==> src/sv/dns_response_a_record_extractor_defines.svh <==
// assertion macros shared by the extractor modules
`ifndef DNS_RESPONSE_A_RECORD_EXTRACTOR_DEFINES_SVH
`define DNS_RESPONSE_A_RECORD_EXTRACTOR_DEFINES_SVH

// same-cycle implication, checked outside reset
`define DRA_ASSERT_NOW(lbl, ante, cons, msg) \
    lbl: assert property (@(posedge i_clk) disable iff (!i_rst_n) (ante) |-> (cons)) \
        else $error(msg);

// next-cycle implication, checked outside reset
`define DRA_ASSERT_NEXT(lbl, ante, cons, msg) \
    lbl: assert property (@(posedge i_clk) disable iff (!i_rst_n) (ante) |=> (cons)) \
        else $error(msg);

`endif

==> src/sv/dra_pkg.sv <==
`default_nettype none

package dra_pkg;

    localparam int MAX_RECORDS_DEF = 16;
    localparam int MAX_MESSAGE_DEF = 512;

    localparam int CFG_DATA_W = 16;
    localparam int MAXREC_W   = 5;
    localparam int COUNT_W    = 5;
    localparam int ADDR_W     = 32;
    localparam int STATUS_W   = 3;

    localparam logic CFG_EXPECTED_ID = 1'b0;
    localparam logic CFG_MAX_RECORDS = 1'b1;

    localparam logic [STATUS_W-1:0] ST_OK        = 3'd0;
    localparam logic [STATUS_W-1:0] ST_TOO_SHORT = 3'd1;
    localparam logic [STATUS_W-1:0] ST_TOO_LONG  = 3'd2;
    localparam logic [STATUS_W-1:0] ST_ID_BAD    = 3'd3;
    localparam logic [STATUS_W-1:0] ST_SERVER    = 3'd4;
    localparam logic [STATUS_W-1:0] ST_QUESTION  = 3'd5;

    localparam logic KIND_ADDR   = 1'b0;
    localparam logic KIND_STATUS = 1'b1;

    localparam int HEADER_LEN = 12;
    localparam logic [7:0]  RCODE_MASK = 8'h0F;
    localparam logic [7:0]  PTR_MASK   = 8'hC0;
    localparam logic [3:0]  Q_FIXED_LAST  = 4'd3;
    localparam logic [3:0]  A_RDLEN_HI    = 4'd8;
    localparam logic [3:0]  A_RDLEN_LO    = 4'd9;
    localparam logic [15:0] TYPE_A     = 16'd1;
    localparam logic [15:0] RDLEN_IPV4 = 16'd4;

    typedef struct packed {
        logic                en;
        logic                bank;
        logic [ADDR_W-1:0]   data;
    } t_store_wr;

    typedef struct packed {
        logic                vld;
        logic                bank;
        logic [STATUS_W-1:0] status;
    } t_handoff;

endpackage

`default_nettype wire

==> src/sv/dra_parser.sv <==
`default_nettype none

module dra_parser #(
    parameter int MAX_RECORDS = dra_pkg::MAX_RECORDS_DEF,
    parameter int MAX_MESSAGE = dra_pkg::MAX_MESSAGE_DEF,
    localparam int FCW = $clog2(MAX_RECORDS + 1),
    localparam int AW  = (MAX_RECORDS > 1) ? $clog2(MAX_RECORDS) : 1
) (
    input  wire logic                           i_clk,
    input  wire logic                           i_rst_n,
    input  wire logic                           i_cfg_we,
    input  wire logic                           i_cfg_index,
    input  wire logic [dra_pkg::CFG_DATA_W-1:0] i_cfg_data,
    input  wire logic                           i_step,
    input  wire logic [7:0]                     i_data_byte,
    input  wire logic                           i_end_of_message,
    output dra_pkg::t_store_wr                  o_store_wr,
    output logic [AW-1:0]                       o_store_addr,
    output dra_pkg::t_handoff                   o_handoff,
    output logic [FCW-1:0]                      o_handoff_count
);

    localparam int OW = $clog2(MAX_MESSAGE + 1);
    localparam int LW = (FCW > dra_pkg::MAXREC_W) ? FCW : dra_pkg::MAXREC_W;

    typedef enum logic [2:0] {
        PH_HEADER,
        PH_NAME,
        PH_LABEL,
        PH_PTR2,
        PH_FIXED,
        PH_RDATA,
        PH_DONE
    } t_phase;

    logic [15:0]                   r_expected_id;
    logic [dra_pkg::MAXREC_W-1:0]  r_max_records;
    logic [OW-1:0]                 r_offset,   n_offset;
    logic                          r_too_long, n_too_long;
    t_phase                        r_phase,    n_phase;
    logic [15:0]                   r_q,        n_q;
    logic [15:0]                   r_a,        n_a;
    logic [7:0]                    r_label,    n_label;
    logic [3:0]                    r_fidx,     n_fidx;
    logic [15:0]                   r_kind,     n_kind;
    logic [15:0]                   r_rd,       n_rd;
    logic [31:0]                   r_shift,    n_shift;
    logic [FCW-1:0]                r_found,    n_found;
    logic [2:0]                    r_pstat,    n_pstat;
    logic                          r_bank,     n_bank;

    logic [2:0]                    w_status;
    logic [15:0]                   w_rd_full;
    logic                          w_keep;

    function automatic logic f_below(input logic [FCW-1:0] found,
                                     input logic [dra_pkg::MAXREC_W-1:0] lim);
        return (LW'(found) < LW'(lim)) && (LW'(found) < LW'(MAX_RECORDS));
    endfunction

    function automatic t_phase f_begin(input logic [15:0] q, input logic [15:0] a,
                                       input logic below);
        if (q != 16'd0 || (a != 16'd0 && below)) begin
            return PH_NAME;
        end
        return PH_DONE;
    endfunction

    always_comb begin
        n_offset   = r_offset;
        n_too_long = r_too_long;
        n_phase    = r_phase;
        n_q        = r_q;
        n_a        = r_a;
        n_label    = r_label;
        n_fidx     = r_fidx;
        n_kind     = r_kind;
        n_rd       = r_rd;
        n_shift    = r_shift;
        n_found    = r_found;
        n_pstat    = r_pstat;
        n_bank     = r_bank;
        w_rd_full  = {r_rd[15:8], i_data_byte};
        w_keep     = (r_kind == dra_pkg::TYPE_A) && (w_rd_full == dra_pkg::RDLEN_IPV4);
        w_status   = dra_pkg::ST_OK;
        o_store_wr.en   = 1'b0;
        o_store_wr.bank = r_bank;
        o_store_wr.data = {r_shift[23:0], i_data_byte};
        o_store_addr    = r_found[AW-1:0];
        o_handoff.vld    = 1'b0;
        o_handoff.bank   = r_bank;
        o_handoff.status = dra_pkg::ST_OK;
        o_handoff_count  = '0;

        if (i_step && !r_too_long) begin
            if (r_offset >= OW'(MAX_MESSAGE)) begin
                n_too_long = 1'b1;
            end else begin
                n_offset = r_offset + OW'(1);
                case (r_phase)
                    PH_HEADER: begin
                        if (r_offset == OW'(0)) begin
                            n_shift = {24'd0, i_data_byte};
                        end else if (r_offset == OW'(1)) begin
                            if ({r_shift[7:0], i_data_byte} != r_expected_id) begin
                                n_pstat = dra_pkg::ST_ID_BAD;
                                n_phase = PH_DONE;
                            end
                        end else if (r_offset == OW'(3)) begin
                            if ((i_data_byte & dra_pkg::RCODE_MASK) != 8'd0) begin
                                n_pstat = dra_pkg::ST_SERVER;
                                n_phase = PH_DONE;
                            end
                        end else if (r_offset == OW'(4)) begin
                            n_q = {i_data_byte, 8'd0};
                        end else if (r_offset == OW'(5)) begin
                            n_q = {r_q[15:8], i_data_byte};
                        end else if (r_offset == OW'(6)) begin
                            n_a = {i_data_byte, 8'd0};
                        end else if (r_offset == OW'(7)) begin
                            n_a = {r_a[15:8], i_data_byte};
                        end else if (r_offset == OW'(dra_pkg::HEADER_LEN - 1)) begin
                            n_shift = '0;
                            n_phase = f_begin(r_q, r_a, f_below(r_found, r_max_records));
                        end
                    end
                    PH_NAME: begin
                        if (i_data_byte == 8'd0) begin
                            n_phase = PH_FIXED;
                            n_fidx  = '0;
                        end else if ((i_data_byte & dra_pkg::PTR_MASK) == dra_pkg::PTR_MASK) begin
                            n_phase = PH_PTR2;
                        end else begin
                            n_label = i_data_byte;
                            n_phase = PH_LABEL;
                        end
                    end
                    PH_LABEL: begin
                        n_label = r_label - 8'd1;
                        if (n_label == 8'd0) begin
                            n_phase = PH_NAME;
                        end
                    end
                    PH_PTR2: begin
                        n_phase = PH_FIXED;
                        n_fidx  = '0;
                    end
                    PH_FIXED: begin
                        if (r_q != 16'd0) begin
                            if (r_fidx >= dra_pkg::Q_FIXED_LAST) begin
                                n_q     = r_q - 16'd1;
                                n_phase = f_begin(n_q, r_a, f_below(r_found, r_max_records));
                            end else begin
                                n_fidx = r_fidx + 4'd1;
                            end
                        end else begin
                            if (r_fidx >= dra_pkg::A_RDLEN_LO) begin
                                n_rd    = w_rd_full;
                                n_shift = '0;
                                if (!w_keep) begin
                                    n_kind = '0;
                                end
                                if (w_rd_full == 16'd0) begin
                                    n_a     = r_a - 16'd1;
                                    n_phase = f_begin(r_q, n_a,
                                                      f_below(r_found, r_max_records));
                                end else begin
                                    n_phase = PH_RDATA;
                                end
                            end else begin
                                if (r_fidx == 4'd0) begin
                                    n_kind = {i_data_byte, 8'd0};
                                end else if (r_fidx == 4'd1) begin
                                    n_kind = {r_kind[15:8], i_data_byte};
                                end else if (r_fidx == dra_pkg::A_RDLEN_HI) begin
                                    n_rd = {i_data_byte, 8'd0};
                                end
                                n_fidx = r_fidx + 4'd1;
                            end
                        end
                    end
                    PH_RDATA: begin
                        if (r_kind == dra_pkg::TYPE_A) begin
                            n_shift = {r_shift[23:0], i_data_byte};
                        end
                        n_rd = r_rd - 16'd1;
                        if (n_rd == 16'd0) begin
                            if (r_kind == dra_pkg::TYPE_A && f_below(r_found, r_max_records)) begin
                                o_store_wr.en = 1'b1;
                                n_found       = r_found + FCW'(1);
                            end
                            n_a     = r_a - 16'd1;
                            n_phase = f_begin(r_q, n_a, f_below(n_found, r_max_records));
                        end
                    end
                    default: begin
                    end
                endcase
            end
        end

        if (i_step && i_end_of_message) begin
            if (n_too_long) begin
                w_status = dra_pkg::ST_TOO_LONG;
            end else if (n_offset < OW'(dra_pkg::HEADER_LEN)) begin
                w_status = dra_pkg::ST_TOO_SHORT;
            end else if (n_pstat != dra_pkg::ST_OK) begin
                w_status = n_pstat;
            end else if (n_phase != PH_DONE && n_phase != PH_HEADER && n_q != 16'd0) begin
                w_status = dra_pkg::ST_QUESTION;
            end
            o_handoff.vld    = 1'b1;
            o_handoff.status = w_status;
            o_handoff_count  = (w_status == dra_pkg::ST_OK) ? n_found : '0;
            n_bank     = ~r_bank;
            n_offset   = '0;
            n_too_long = 1'b0;
            n_phase    = PH_HEADER;
            n_q        = '0;
            n_a        = '0;
            n_label    = '0;
            n_fidx     = '0;
            n_kind     = '0;
            n_rd       = '0;
            n_shift    = '0;
            n_found    = '0;
            n_pstat    = dra_pkg::ST_OK;
        end
    end

    always_ff @(posedge i_clk) begin
        if (!i_rst_n) begin
            r_expected_id <= '0;
            r_max_records <= dra_pkg::MAXREC_W'(dra_pkg::MAX_RECORDS_DEF);
            r_offset      <= '0;
            r_too_long    <= 1'b0;
            r_phase       <= PH_HEADER;
            r_q           <= '0;
            r_a           <= '0;
            r_label       <= '0;
            r_fidx        <= '0;
            r_kind        <= '0;
            r_rd          <= '0;
            r_shift       <= '0;
            r_found       <= '0;
            r_pstat       <= dra_pkg::ST_OK;
            r_bank        <= 1'b0;
        end else begin
            if (i_cfg_we) begin
                unique case (i_cfg_index)
                    dra_pkg::CFG_EXPECTED_ID: r_expected_id <= i_cfg_data;
                    dra_pkg::CFG_MAX_RECORDS:
                        r_max_records <= i_cfg_data[dra_pkg::MAXREC_W-1:0];
                    default: begin
                    end
                endcase
            end
            r_offset   <= n_offset;
            r_too_long <= n_too_long;
            r_phase    <= n_phase;
            r_q        <= n_q;
            r_a        <= n_a;
            r_label    <= n_label;
            r_fidx     <= n_fidx;
            r_kind     <= n_kind;
            r_rd       <= n_rd;
            r_shift    <= n_shift;
            r_found    <= n_found;
            r_pstat    <= n_pstat;
            r_bank     <= n_bank;
        end
    end

    `include "dns_response_a_record_extractor_defines.svh"

    `DRA_ASSERT_NOW(a_found_bound, 1'b1, LW'(r_found) <= LW'(MAX_RECORDS), "found count past limit")
    `DRA_ASSERT_NOW(a_offset_bound, 1'b1, r_offset <= OW'(MAX_MESSAGE), "byte offset past limit")

endmodule

`default_nettype wire

==> src/sv/dra_emitter.sv <==
`default_nettype none

module dra_emitter #(
    parameter int MAX_RECORDS = dra_pkg::MAX_RECORDS_DEF,
    localparam int FCW = $clog2(MAX_RECORDS + 1),
    localparam int AW  = (MAX_RECORDS > 1) ? $clog2(MAX_RECORDS) : 1
) (
    input  wire logic                          i_clk,
    input  wire logic                          i_rst_n,
    input  wire dra_pkg::t_store_wr            i_store_wr,
    input  wire logic [AW-1:0]                 i_store_addr,
    input  wire dra_pkg::t_handoff             i_handoff,
    input  wire logic [FCW-1:0]                i_handoff_count,
    output logic                               o_busy,
    output logic                               o_valid,
    input  wire logic                          i_ready,
    output logic                               o_item_kind,
    output logic [dra_pkg::ADDR_W-1:0]         o_address,
    output logic [dra_pkg::STATUS_W-1:0]       o_status,
    output logic [dra_pkg::COUNT_W-1:0]        o_record_count,
    output logic                               o_last
);

    localparam int DEPTH = 2 ** (AW + 1);

    logic [dra_pkg::ADDR_W-1:0]   r_mem [DEPTH];
    logic                         r_busy;
    logic                         r_bank;
    logic [FCW-1:0]               r_cnt;
    logic [FCW-1:0]               r_idx;
    logic [dra_pkg::STATUS_W-1:0] r_st;
    logic                         r_o_valid;
    logic                         r_kind;
    logic [dra_pkg::ADDR_W-1:0]   r_addr;
    logic [dra_pkg::STATUS_W-1:0] r_o_status;
    logic [dra_pkg::COUNT_W-1:0]  r_o_count;
    logic                         r_last;
    logic                         w_load;
    logic                         w_more;

    assign w_load = !r_o_valid || i_ready;
    assign w_more = r_idx < r_cnt;

    always_ff @(posedge i_clk) begin
        if (i_store_wr.en) begin
            r_mem[{i_store_wr.bank, i_store_addr}] <= i_store_wr.data;
        end
    end

    always_ff @(posedge i_clk) begin
        if (!i_rst_n) begin
            r_busy    <= 1'b0;
            r_o_valid <= 1'b0;
            r_idx     <= '0;
        end else begin
            if (w_load) begin
                r_o_valid <= r_busy;
                if (r_busy) begin
                    if (w_more) begin
                        r_idx <= r_idx + FCW'(1);
                    end else begin
                        r_busy <= 1'b0;
                    end
                end
            end
            if (i_handoff.vld) begin
                r_busy <= 1'b1;
                r_idx  <= '0;
            end
        end
    end

    always_ff @(posedge i_clk) begin
        if (i_handoff.vld) begin
            r_bank <= i_handoff.bank;
            r_cnt  <= i_handoff_count;
            r_st   <= i_handoff.status;
        end
        if (w_load && r_busy) begin
            r_o_count <= dra_pkg::COUNT_W'(r_cnt);
            if (w_more) begin
                r_kind     <= dra_pkg::KIND_ADDR;
                r_addr     <= r_mem[{r_bank, r_idx[AW-1:0]}];
                r_o_status <= dra_pkg::ST_OK;
                r_last     <= 1'b0;
            end else begin
                r_kind     <= dra_pkg::KIND_STATUS;
                r_addr     <= '0;
                r_o_status <= r_st;
                r_last     <= 1'b1;
            end
        end
    end

    assign o_busy         = r_busy;
    assign o_valid        = r_o_valid;
    assign o_item_kind    = r_kind;
    assign o_address      = r_addr;
    assign o_status       = r_o_status;
    assign o_record_count = r_o_count;
    assign o_last         = r_last;

    `include "dns_response_a_record_extractor_defines.svh"

    `DRA_ASSERT_NOW(a_no_overlap, i_handoff.vld, !r_busy, "handoff while results pending")
    `DRA_ASSERT_NOW(a_idx_bound, r_busy, r_idx <= r_cnt, "emit index past count")
    `DRA_ASSERT_NOW(a_err_empty, r_o_valid && r_last && r_o_status != dra_pkg::ST_OK,
        r_o_count == '0, "addresses sent with error status")
    `DRA_ASSERT_NEXT(a_stall_hold, r_o_valid && !i_ready, r_o_valid && $stable(r_addr),
        "result changed under stall")

endmodule

`default_nettype wire

==> src/sv/dns_response_a_record_extractor.sv <==
// dns response a-record extractor
// input channel: one message byte per request on i_valid/o_ready, with
// i_end_of_message high on the final byte; the header id and rcode are
// checked, questions skipped, and type-1 answers with 4-byte rdata kept
// output channel: on o_valid/i_ready, the kept addresses of a message
// (o_item_kind 0), then one status request (o_item_kind 1, o_last 1)
// configuration: i_cfg_we with i_cfg_index 0 sets the expected id,
// index 1 sets the record limit; write only while the block is idle
// throughput: one byte per cycle, set by the input register feeding the
// single-cycle parse step
// latency: the first result of a message leaves 2 cycles after its final
// byte is accepted, then one result per cycle, count + 1 results in all
// a final byte waits in the input register while results of the previous
// message are still draining; bytes before it keep flowing
// an output stall holds the result register and backs up into the input
// reset: synchronous, clears parser and output control, expected id 0,
// record limit 16
`default_nettype none

module dns_response_a_record_extractor #(
    parameter int MAX_RECORDS = dra_pkg::MAX_RECORDS_DEF,
    parameter int MAX_MESSAGE = dra_pkg::MAX_MESSAGE_DEF
) (
    input  wire logic                           i_clk,
    input  wire logic                           i_rst_n,
    input  wire logic                           i_cfg_we,
    input  wire logic                           i_cfg_index,
    input  wire logic [dra_pkg::CFG_DATA_W-1:0] i_cfg_data,
    input  wire logic                           i_valid,
    output logic                                o_ready,
    input  wire logic [7:0]                     i_data_byte,
    input  wire logic                           i_end_of_message,
    output logic                                o_valid,
    input  wire logic                           i_ready,
    output logic                                o_item_kind,
    output logic [dra_pkg::ADDR_W-1:0]          o_address,
    output logic [dra_pkg::STATUS_W-1:0]        o_status,
    output logic [dra_pkg::COUNT_W-1:0]         o_record_count,
    output logic                                o_last
);

    localparam int FCW = $clog2(MAX_RECORDS + 1);
    localparam int AW  = (MAX_RECORDS > 1) ? $clog2(MAX_RECORDS) : 1;

    logic               r_in_vld;
    logic [7:0]         r_in_byte;
    logic               r_in_eom;
    logic               w_step;
    logic               w_busy;
    dra_pkg::t_store_wr w_store_wr;
    logic [AW-1:0]      w_store_addr;
    dra_pkg::t_handoff  w_handoff;
    logic [FCW-1:0]     w_handoff_count;

    assign w_step  = r_in_vld && (!r_in_eom || !w_busy);
    assign o_ready = !r_in_vld || w_step;

    always_ff @(posedge i_clk) begin
        if (!i_rst_n) begin
            r_in_vld <= 1'b0;
        end else if (o_ready) begin
            r_in_vld <= i_valid;
        end
    end

    always_ff @(posedge i_clk) begin
        if (i_valid && o_ready) begin
            r_in_byte <= i_data_byte;
            r_in_eom  <= i_end_of_message;
        end
    end

    dra_parser #(
        .MAX_RECORDS(MAX_RECORDS),
        .MAX_MESSAGE(MAX_MESSAGE)
    ) u_parser (
        .i_clk            (i_clk),
        .i_rst_n          (i_rst_n),
        .i_cfg_we         (i_cfg_we),
        .i_cfg_index      (i_cfg_index),
        .i_cfg_data       (i_cfg_data),
        .i_step           (w_step),
        .i_data_byte      (r_in_byte),
        .i_end_of_message (r_in_eom),
        .o_store_wr       (w_store_wr),
        .o_store_addr     (w_store_addr),
        .o_handoff        (w_handoff),
        .o_handoff_count  (w_handoff_count)
    );

    dra_emitter #(
        .MAX_RECORDS(MAX_RECORDS)
    ) u_emitter (
        .i_clk           (i_clk),
        .i_rst_n         (i_rst_n),
        .i_store_wr      (w_store_wr),
        .i_store_addr    (w_store_addr),
        .i_handoff       (w_handoff),
        .i_handoff_count (w_handoff_count),
        .o_busy          (w_busy),
        .o_valid         (o_valid),
        .i_ready         (i_ready),
        .o_item_kind     (o_item_kind),
        .o_address       (o_address),
        .o_status        (o_status),
        .o_record_count  (o_record_count),
        .o_last          (o_last)
    );

endmodule

`default_nettype wire
==> config.mk <==
export PLATFORM = sky130hd
export DESIGN_NAME = dns_response_a_record_extractor
export DESIGN_NICKNAME = d
export VERILOG_FILES = /design/src/sv/dra_pkg.sv /design/src/sv/dra_parser.sv /design/src/sv/dra_emitter.sv /design/src/sv/dns_response_a_record_extractor.sv
export VERILOG_INCLUDE_DIRS = /design/src /design/src/sv
export SDC_FILE = /design/constraint.sdc
export NUM_CORES = 2
export LEC_CHECK = 0
export BUFFER_PORTS_ARGS = -buffer_cell sky130_fd_sc_hd__buf_2
export CAP_MARGIN = 10
export CELL_PAD_IN_SITES_DETAIL_PLACEMENT = 1
export CELL_PAD_IN_SITES_GLOBAL_PLACEMENT = 1
export CORE_ASPECT_RATIO = 0.75
export CORE_MARGIN = 1.5
export CORE_UTILIZATION = 30
export DETAILED_ROUTE_END_ITERATION = 12
export PLACE_DENSITY = 0.58
export SYNTH_ARGS = -nofsm -noshare
export SYNTH_HDL_FRONTEND = slang
export SYNTH_SLANG_ARGS = --single-unit
==> constraint.sdc <==
create_clock -name i_clk -period 6.5 [get_ports i_clk]
set_input_delay 1.3 -clock i_clk [delete_from_list [all_inputs] [get_ports i_clk]]
set_output_delay 1.3 -clock i_clk [all_outputs]
set_load 0.02 [all_outputs]
; ---- After elaboration in Yosys (flattened, before gate mapping)
; Memories as Yosys holds them, arrays and structs flattened. A register that Yosys moved wholly into a read port is not among the register bits.
; Cells that the tools add are included.
[op_classes]
add_sub_neg = 8
magnitude_cmp = 9
n_eq_ne = 51
muxes = 150
n_bitwise = 5
reduce_logical = 65
[ops]
columns = op, count
row1 = 16-bit 2-to-1 mux, 26
row2 = 24-bit 2-to-1 mux, 11
row3 = 3-bit 2-to-1 mux, 40
row4 = 16-bit nonzero test, 5
row5 = 24-bit case mux with 3 select lines, 1
row6 = 16-bit case mux with 2 select lines, 2
row7 = 16-bit case mux with 3 select lines, 1
row8 = "16-bit by 1-bit subtractor with 16-bit output, second input constant", 3
row9 = 1-bit 2-to-1 mux, 46
row10 = 5-bit 2-to-1 mux, 9
row11 = "10-bit by 3-bit equality test with 1-bit output, second input constant", 4
row12 = 8-bit 2-to-1 mux, 5
row13 = 13-bit AND reduction, 3
row14 = 16-bit zero test, 2
row15 = "2-bit inequality test, second input constant", 12
row16 = "3-bit by 2-bit inequality test with 1-bit output, second input constant", 8
row17 = 10-bit 2-to-1 mux, 2
row18 = 3-bit case mux with 6 select lines, 1
row19 = 6-bit AND reduction, 3
row20 = "16-bit by 1-bit equality test with 1-bit output, second input constant", 1
row21 = "16-bit by 3-bit equality test with 1-bit output, second input constant", 1
row22 = 8-bit zero test, 2
row23 = 4-bit 2-to-1 mux, 4
row24 = 16-bit inequality test, 1
row25 = 40 further kinds, 95
[totals]
reg_bits = 179
ram_bits = 1024
in_bits = 31
out_inout_bits = 44
wordCells = 319
mem_count = 1
[memory_table]
columns = name, words, width, read_ports, rd_clocked_by_memory_dff, write_ports, line
row1 = u_emitter.r_mem, 32, 32, 1, 1, 1, dra_emitter.sv:26  ; logic [dra_pkg::ADDR_W-1:0] r_mem [DEPTH];

; ---- Longest topological paths before layout
[depth]
ltp_word = 38
depth_mapped = 19
depth_no_buf = 19

; ---- Modules after synthesis
; A second synthesis with hierarchy kept.
[unflattened]
hier_cells = 3077
hier_area_um2 = 50638.6
[by_module_without_submodules]
columns = module, instances, cells_per_inst, area_per_inst_um2, seq_area_each_um2
row1 = dra_emitter, 1, 1810, 41118.2, 32391.1
row2 = dra_parser, 1, 1252, 9195.1, 2882.8
row3 = dns_response_a_record_extractor, 1, 15, 325.3, 290.3

; ---- Worst setup path before layout
; Ideal clock, no wire load.
[synth_path]
path_type = register to register
start = register u_parser.r_rd[0]
end = memory u_emitter.r_mem[12][0] in the netlist's numbering (enable)
setup_ns = 0.421
t_arrival_ns = 4.150
t_required_ns = 6.079
path_slack_ns = 1.929
path_stages_with_launch = 14
n_path_buf = 2
period_less_slack_ns = 4.571
cell_sequence = dfxtp_1 -> inv_1 -> ha_1 -> buf_4 -> or4b_2 -> nor3_1 -> xor2_1 -> a2111oi_4 -> nand3_1 -> nor3_1 -> and2_1 -> clkbuf_1 -> nand2_1 -> nor2_1
[synth_via]
elab_chain_len = 8
[synth_lines]
columns = item, line
row1 = start: declaration, dra_parser.sv:46  ; logic [15:0] r_rd, n_rd;
row2 = start signal: assignment, dra_parser.sv:266  ; r_rd <= n_rd;
row3 = 16-bit by 1-bit subtractor with 16-bit output, dra_parser.sv:186  ; n_rd = r_rd - 16'd1;
row4 = 16-bit zero test, dra_parser.sv:187  ; if (n_rd == 16'd0) begin
row5 = 1-bit 2-to-1 mux, dra_parser.sv:187
row6 = 1-bit 2-to-1 mux, dra_parser.sv:100  ; case (r_phase)
row7 = 1-bit 2-to-1 mux, dra_parser.sv:96  ; if (r_offset >= OW'(MAX_MESSAGE)) begin
row8 = 1-bit 2-to-1 mux, dra_parser.sv:95  ; if (i_step && !r_too_long) begin
row9 = 1-bit 2-to-1 mux, dra_emitter.sv:45  ; if (i_store_wr.en) begin
row10 = 1-bit 2-to-1 mux (implied by the code), dra_emitter.sv:46  ; r_mem[{i_store_wr.bank, i_store_addr}] <= i_store_wr.data;
row11 = end: declaration, dra_emitter.sv:26
; Every way passes these cells.

; ---- Worst setup path after layout
[layout_path]
start = register u_parser.r_rd[1]
end = memory u_emitter.r_mem[30][14] in the netlist's numbering (enable)
; Same word-level chain as after synthesis.

==> summary by stage <==
Synth
The count of yosys warnings during synthesis is 0. A synthesized cell averages 17.2 um^2. The share of synthesized area in the top cell type comes to 0.643. For this run, asynchronously set or reset flops after synthesis account for 0.

In this run, distinct cell masters in the synthesized netlist total approximately 90. The number of enable flip-flop cells after synthesis is 1,083. Counting every net in the synthesized netlist gives 3,003. After synthesis the netlist holds a flip-flop and latch count of 1,235.

The mapped netlist covers 50,600 um^2. sky130_fd_sc_hd__edfxtp_1 takes more of the synthesized area than any other cell. The number of cells produced by synthesis is 2,939. Of the synthesized area, sequential elements account for 0.703. The flip-flop cell with the highest count after synthesis is sky130_fd_sc_hd__edfxtp_1. By area the synthesized netlist is led by sky130_fd_sc_hd__edfxtp_1 64%, sky130_fd_sc_hd__mux4_2 14%, sky130_fd_sc_hd__dfxtp_1 6.0%.

Critical path
For the worst setup path, the data required time is 6950 ps. The largest driver fanout on the critical path is 21. At the worst endpoint, the arrival time is approximately 5600 ps. The category of the most critical setup path is flop to flop. The category of the worst setup path capture point is a flop. The type of origin of the critical path is a flop.

Die
From bottom edge to top edge, the die measures 359 um. The die is 477 um wide. The total area inside the core boundary comes to 168,000 um^2. The floorplan step defined a die boundary enclosing 171,000 um^2.

For this configuration, the core starts out at a cell density of 0.302. 75 I/O pins were placed. The floorplan has 130 rows.

Clocking
The H-tree generated during clock tree synthesis spans 4 levels. The clock slew seen by the registers of the worst setup and hold paths is 60 ps. The number of gates resized after cts is 0. In this run, CTS created clock tree buffers numbering 130. The number of post-CTS setup repair buffers is 0.

The number of clock sinks is about 1,200. At the later pin of the worst-skew pair, clock insertion delay measures 780 ps. Buffers inserted to repair hold after CTS numbered 0.

The tree is rooted in a sky130_fd_sc_hd__clkbuf_16. The CTS tree is done. The clock passes through at most 3 buffers.

GRT
The aggregate global-route resource usage is 0.171. The initial antenna violation count is 15. The number of global-route vias before repair is 28,597. The wire length of the first global-routing pass is ~210,000 um. Summed over all layers, the global routing overflow is 0. The largest net degree at the start of global routing is between 100 and 150.

STA
The final worst slack is 1340 ps. The final number of max-transition violations is 0. Setup repair after global routing left no endpoint under its margin. For this run, the top clock speed supported by timing is about 190 MHz. For the pin with the worst max-slew slack, the measured transition is 1240 ps. The hold violation total from the final report is 0. Setup violations remaining at the end of the flow were counted as 0. After routing, the total negative slack on setup checks comes to 0 ps. The worst max-slew margin expressed relative to the limit is 0.166. Hold timing on the final database bottoms out at a slack of 451 ps.

The setup clock skew after layout is between 50 and 60 ps. The shortest clock period the worst path allows after layout is 5160 ps. In the finished design, the share of the clock period the worst path needs comes to 0.793.

Power and ir drop
The power density of the placed cells is 284 nW/um^2. For this design the static power due to leakage is 18.3 nW. The peak supply drop is 0.000260 V. The design draws roughly 0.017 W.

Flow run
The tool flagged a number of max-cap violations equal to 0.

Placement
The worst setup slack after placement is 1330 ps. The congestion estimate from routability-driven global placement came to ~0.8. Detailed placement ended at an HPWL of 91,900 um.

The cell area after placement is approximately 54,000 um^2. The number of buffers added on ports is 74.

Status
The run finished with clean final reports.

Layout
The area added between synthesis and finish is 15.2%. The fraction of final layout cells with drive strength greater than 1 is 0.235. Once layout is done, the placed cells without fillers occupy between 50,000 and 60,000 um^2.

The number of nets in the layout is between 3,000 and 4,000.

Hold path
The min-delay analysis places its worst path in the category flop to flop.

Drt
Across all layers, the routed design uses 28,190 vias. Wires add up to roughly 150,000 um. The violation count after the first detailed-routing iteration is 2,953. In the final routed layout, each cell accounts on average for around 27 um. Before antenna repair, the detailed router went through 5 iterations. In the routed layout, each cell is associated on average with a via count of 5.21.

In the routed design, unresolved DRC markers number 0. The number of nets with antenna violations after routing is 0.
[power by group]
part / internal [W] / switching, W
sequential: 0.00858 / 0.0000653
clock: 0.00414 / 0.00323
combinational: 0.000178 / 0.000339
[flip-flops by register name (all words and copies together), names as in the netlist, 4 cells and up]
signal	count
u_emitter.r_idx	5
u_emitter.r_cnt	5
u_parser.r_offset	10
u_parser.r_a	16
u_emitter.r_mem	1024
u_parser.r_kind	16
u_parser.r_expected_id	16
u_emitter.o_record_count	5
u_parser.r_fidx	4
u_emitter.o_address	32
u_parser.r_label	8
u_parser.r_max_records	5
u_parser.r_shift	24
u_parser.r_found	5
u_parser.r_rd	16
r_in_byte	8
u_parser.r_q	16
[Yosys cell counts (all sizes together), types with 6 or more instances]
cell type,count
edfxtp,1083
mux4,320
nor2,201
nand2,169
dfxtp,152
clkbuf,139
a21oi,116
nand3,82
o21ai,64
nor3,46
mux2i,42
inv,41
nor4,35
buf,33
ha,33
xor2,31
nand4,28
a21boi,26
and2,26
xnor2,22
a31oi,18
nand2b,16
a211oi,14
and3,14
nor2b,11
and4,10
o21a,10
or4,10
or3,9
a221oi,8
a22oi,8
nor4b,7
o31ai,7
nand3b,6
[final timing paths]
| kind | startpoint | endpoint | slack, ps | cells past startpoint |
|---|---|---|---|---|
| worst max-delay path | u_parser.r_rd[1] | u_emitter.r_mem[30][14] | 1340 | 12 |
| worst min-delay path | u_parser.r_shift[12] | u_parser.r_shift[12] | 450 | 2 |
| worst max register to register | u_parser.r_rd[1] | u_emitter.r_mem[30][14] | 1340 | 12 |
| worst min register to register | u_parser.r_shift[12] | u_parser.r_shift[12] | 450 | 2 |
[critical path, stage by stage, from the launching register on]
cell and delay (ps):
sky130_fd_sc_hd__dfxtp_1 340, sky130_fd_sc_hd__inv_1 110, sky130_fd_sc_hd__ha_1 340, sky130_fd_sc_hd__or4b_2 650
sky130_fd_sc_hd__nor3_1 240, sky130_fd_sc_hd__xor2_1 150, sky130_fd_sc_hd__a2111oi_4 440, sky130_fd_sc_hd__nand3_1 140
sky130_fd_sc_hd__nor3_1 290, sky130_fd_sc_hd__and2_1 340, sky130_fd_sc_hd__nand2_1 530, sky130_fd_sc_hd__nor2_4 880
sky130_fd_sc_hd__buf_4 380
[cell usage in the layout, fill, tap and decap left out, types with 22 or more instances in the layout]
| master | synthesis | routed |
|---|---|---|
| sky130_fd_sc_hd__xor2_1 | 31 | 31 |
| sky130_fd_sc_hd__nor3_1 | 45 | 45 |
| sky130_fd_sc_hd__a21boi_0 | 25 | 25 |
| sky130_fd_sc_hd__xnor2_1 | 22 | 22 |
| sky130_fd_sc_hd__nor2_1 | 201 | 168 |
| sky130_fd_sc_hd__nand2_1 | 169 | 168 |
| sky130_fd_sc_hd__nand3_1 | 81 | 81 |
| sky130_fd_sc_hd__clkbuf_1 | 139 | 40 |
| sky130_fd_sc_hd__edfxtp_1 | 1083 | 1083 |
| sky130_fd_sc_hd__clkbuf_16 | 0 | 134 |
| sky130_fd_sc_hd__nor2_4 | 0 | 33 |
| sky130_fd_sc_hd__inv_1 | 40 | 40 |
| sky130_fd_sc_hd__nand4_1 | 28 | 28 |
| sky130_fd_sc_hd__mux4_2 | 320 | 320 |
| sky130_fd_sc_hd__buf_2 | 4 | 74 |
| sky130_fd_sc_hd__buf_4 | 2 | 89 |
| sky130_fd_sc_hd__mux2i_1 | 42 | 42 |
| sky130_fd_sc_hd__o21ai_0 | 63 | 63 |
| sky130_fd_sc_hd__dfxtp_1 | 152 | 141 |
| sky130_fd_sc_hd__a21oi_1 | 115 | 115 |
| sky130_fd_sc_hd__nor4_1 | 34 | 34 |
| sky130_fd_sc_hd__ha_1 | 33 | 33 |
| sky130_fd_sc_hd__and2_1 | 25 | 24 |
[layout make-up]
cell class	count	area, um^2
Clock inverter	54	613
Sequential cell	1235	35600
Inverter	41	154
Tap cell	2244	2810
Multi-Input combinational cell	1491	14500
Timing Repair Buffer	167	1130
Clock buffer	176	3530
Fill cell	16958	109000
Antenna cell	4	10.0
[cell families (layout without fill, tap and decap cells)]
logic type,count (synthesis),count (layout),synth area share
adders and majority gates,33,33,0.00816
and+or+nand+nor,694,694,0.0678
other,0,4,0
DFF,1235,1235,0.703
AOI/OAI and AO/OA,347,347,0.0448
muxes,364,364,0.151
xor gates and xnor gates,53,53,0.00917
buffers and inverters,213,438,0.0162
[per-stage QoR]
| step | std cells | utilization |
|---|---|---|
| 2_1_floorplan | 2939 | - |
| 4_1_cts | 5407 | 0.348 |
| 5_1_grt | 5410 | 0.348 |
| 3_5_place_dp | 5177 | 0.323 |
| 6_report | 5412 | 0.348 |
| 3_3_place_gp | 5177 | 0.323 |
[layer usage]
layer,track usage,wire length [um]
met1,0.254,69300
met2,0.250,63900
met3,0.0449,11500
met4,0.0380,2480
met5,0,13
No activity file was read; power rests on OpenSTA's default activity.
